File: config.mk
export PLATFORM = sky130hd
export DESIGN_NAME = gbfs_ram
export DESIGN_NICKNAME = d
export VERILOG_FILES = /design/src/hdl/gbfs_ram.sv
export SDC_FILE = /design/constraint.sdc
export NUM_CORES = 2
export LEC_CHECK = 0
export BUFFER_PORTS_ARGS = -buffer_cell sky130_fd_sc_hd__buf_4
export CAP_MARGIN = 40
export CORE_UTILIZATION = 44
export CTS_CLUSTER_DIAMETER = 60
export CTS_CLUSTER_SIZE = 20
export DETAILED_ROUTE_END_ITERATION = 8
export PLACE_DENSITY = 0.72
export SYNTH_ARGS = -nofsm -noshare
export SYNTH_HDL_FRONTEND = slang
export SYNTH_SLANG_ARGS = --single-unit
File: constraint.sdc
create_clock -name clock -period 2.3 [get_ports clock]
set_input_delay 0 -clock clock [delete_from_list [all_inputs] [get_ports clock]]
set_output_delay 0 -clock clock [all_outputs]
set_load 0.005 [all_outputs]
File: src/hdl/gbfs_ram.sv
// Generic single-port synchronous RAM with registered read.
`timescale 1ns / 1ps
module gbfs_ram #(
   parameter int WIDTH = 8,
   parameter int DEPTH = 256
) (
   input  logic                     clock,
   input  logic                     we,
   input  logic [$clog2(DEPTH)-1:0] addr,
   input  logic [WIDTH-1:0]         wdata,
   output logic [WIDTH-1:0]         rdata
);
   logic [WIDTH-1:0] mem_ff [DEPTH];

   // Write, and register the old contents of the addressed entry
   always_ff @(posedge clock) begin
      if (we) begin
         mem_ff[addr] <= wdata;
      end
      rdata <= mem_ff[addr];
   end
endmodule

==> out/summary.txt <==
Crit path required time - 2.97 ns
post-synth top area share - 78.3%
Max Slew Vio Count - 0
hpwl dp - 118,000 µm
total grt overflow - 0
Worst-path clk slew - 0.08 ns
most frequent cells after synthesis - edfxtp_1 (2,048), mux4_2 (512), a22oi_1 (256)
Placer Congestion - 0.863
status - completed
CP startpoint kind - flip-flop
first-pass GRT wire length - 273,000 µm
Rows - 154
Max Buffers Root-to-Sink - 3
endpoint class of the critical path - flip-flop
post-synth net total - 3,565
Via Count - 39,089
Placed Area - 86,500 µm²
crit share post-route - 97.8%
H-tree depth - 4
R2R Setup Slk - 0.05 ns
vias per std cell - 5.99
area leader, netlist - edfxtp_1
initial cell density of the core - 44.4%
Max-slew headroom - 35.4%
Peak VDD IR - 0.826 mV
Min Clock Period, post-route - 2.25 ns
initial antenna violation count - 4
Die Area - 180,000 µm²
Port Buffer Count - 25
Setup Crit Path Kind - reg -> reg
post-layout net count - 4,129
library cells used by synthesis - 22
Gate Count Post-Synth - 3,547
largest cells by area after synthesis - edfxtp_1 (78%), mux4_2 (15%), a22oi_1 (2.4%), nor2_1 (1.1%), a21oi_1 (0.82%)
Slew @ Worst Pin - 0.969 ns
chip width - 424 µm
Total GRT Usage - 20.8%
Num CTS Buffers - 135
clock sinks - 2,056
ratio of cells with drive above 1 in the final layout - 33.1%
Yosys reg bits - 2,056
clk_skew - 0.0261 ns
Core Box Area - 177,000 µm²
Max Cap Violations - 0
Ys Warns - 0
Final setup viols - 0
Design Area, Final - 91,100 µm²
most common cell in the synthesized netlist - edfxtp_1
Synth Cell Area - 78,500 µm²
critical path arrival - 2.92 ns
hold path depth - 4
Lkg Pwr - 0.0286 µW
asr flop ratio synth - 0%
clock latency at the later pin of the worst-skew pair - 0.79 ns
Starting DRT DRC Count - 5,119
first-pass detailed-route iteration total - 6
FILL cells - 13,334
Worst Path Max Fanout - 1
layout overhead on the synthesized area - 16.1%
vias in the first global route - 39,619
root buf cell - clkbuf_16
Post-synth EDFFs - 2,048
Pwr Density - 764 nW/µm²
Synth Area per Inst - 22.1 µm²
Residual DRC - 0
Synth Flop Type - edfxtp_1
Chip Height - 424 µm
largest net degree at the start of global routing - 127
R2R depth - 7
antenna viol nets, final - 0
fmax - 0.445 GHz
IO Count - 26
CTS tree - yes
Seq/Total Area, Yosys - 78.6%
total power - 69,600 µW
worst hold-check path type - in -> reg
final wirelength - 187,000 µm
routed len/inst - 28.6 µm
Final Hold Viols - 0
cells by family after synthesis:
family	Yosys count	synth area share (%)
compound gates	416	3.62
mux	512	14.7
flops	2056	78.6
simple gates	330	1.73
buf+inv	233	1.40
registers in the layout, summed over array words and instances, names as in the netlist:
name    flops
mem_ff   2048
rdata       8
worst paths after layout:
check,start,end
worst max register to register,mem_ff[123][1],rdata[1]
worst max-delay path,mem_ff[123][1],rdata[1]
worst min register to register,mem_ff[178][2],rdata[2]
worst min-delay path,addr[2],mem_ff[146][5]
repair_timing:
item / in CTS / in global routing
hold endpoints to repair: 1189 / 0
buffers inserted: 0 / 0
resized for setup: 16 / 24
pin swaps: 1 / 8
hold buffers: 14 / 0
endpoints found under the setup margin: 7 / 8
cells in the final DEF (no fill, tap or decap), drive strengths merged, types with 13 or more instances in the layout:
cell,n
mux4,512
nor3,30
nor2,232
nand2,28
a21oi,128
clkbuf,161
o41ai,32
nand3,13
a22oi,256
edfxtp,2048
buf,637
inv,23
dlygate4sd3,14
clkinv,28
worst max-delay path: stages (launching register included):
cell      delay (ns)
edfxtp_1        0.36
mux4_2          0.49
a22oi_1         0.20
buf_4           0.15
a21oi_1         0.13
o41ai_4         0.50
buf_4           0.21
nand4_1         0.08
through the flow:
step	utilization, %	std cells	hold slack (ns)	setup WS, ns	setup TNS [ns]
2_1_floorplan	-	3547	0.0989	0.0813	0
3_3_place_gp	48.9	6298	0.413	-0.805	-8.77
3_5_place_dp	48.9	6299	0.418	-0.813	-11.72
4_1_cts	51.4	6524	0.0325	0.00145	0
5_1_grt	51.6	6527	0.0791	-0.0139	-0.0202
6_report	51.6	6528	0.0888	0.0514	0
power by group:
part | switching [µW] | internal (µW)
Combinational | 2340 | 1630
Clock | 12500 | 11900
Sequential | 78.0 | 41200
Total | 14900 | 54700
area by class of cell:
class / count / area [µm²] / area share, %
Sequential cell: 2056 / 61700 / 67.7
Clock inverter: 58 / 621 / 0.681
Tap cell: 2340 / 2930 / 3.21
Inverter: 1 / 3.75 / 0.00412
Timing Repair Buffer: 659 / 6280 / 6.89
Multi-Input combinational cell: 1258 / 16100 / 17.6
Clock buffer: 153 / 3540 / 3.89
Antenna cell: 3 / 7.51 / 0.00824
metal layers:
metal | part of all wire (%) | vias up | GRT usage (%)
met5 | 0.066 | - | 0
met4 | 3.6 | 4 | 7.65
met3 | 9.3 | 298 | 4.19
met2 | 49 | 1973 | 33.5
met1 | 38 | 20688 | 28.2
li1 | - | 16126 | -
No activity file was read; power rests on OpenSTA's default activity.
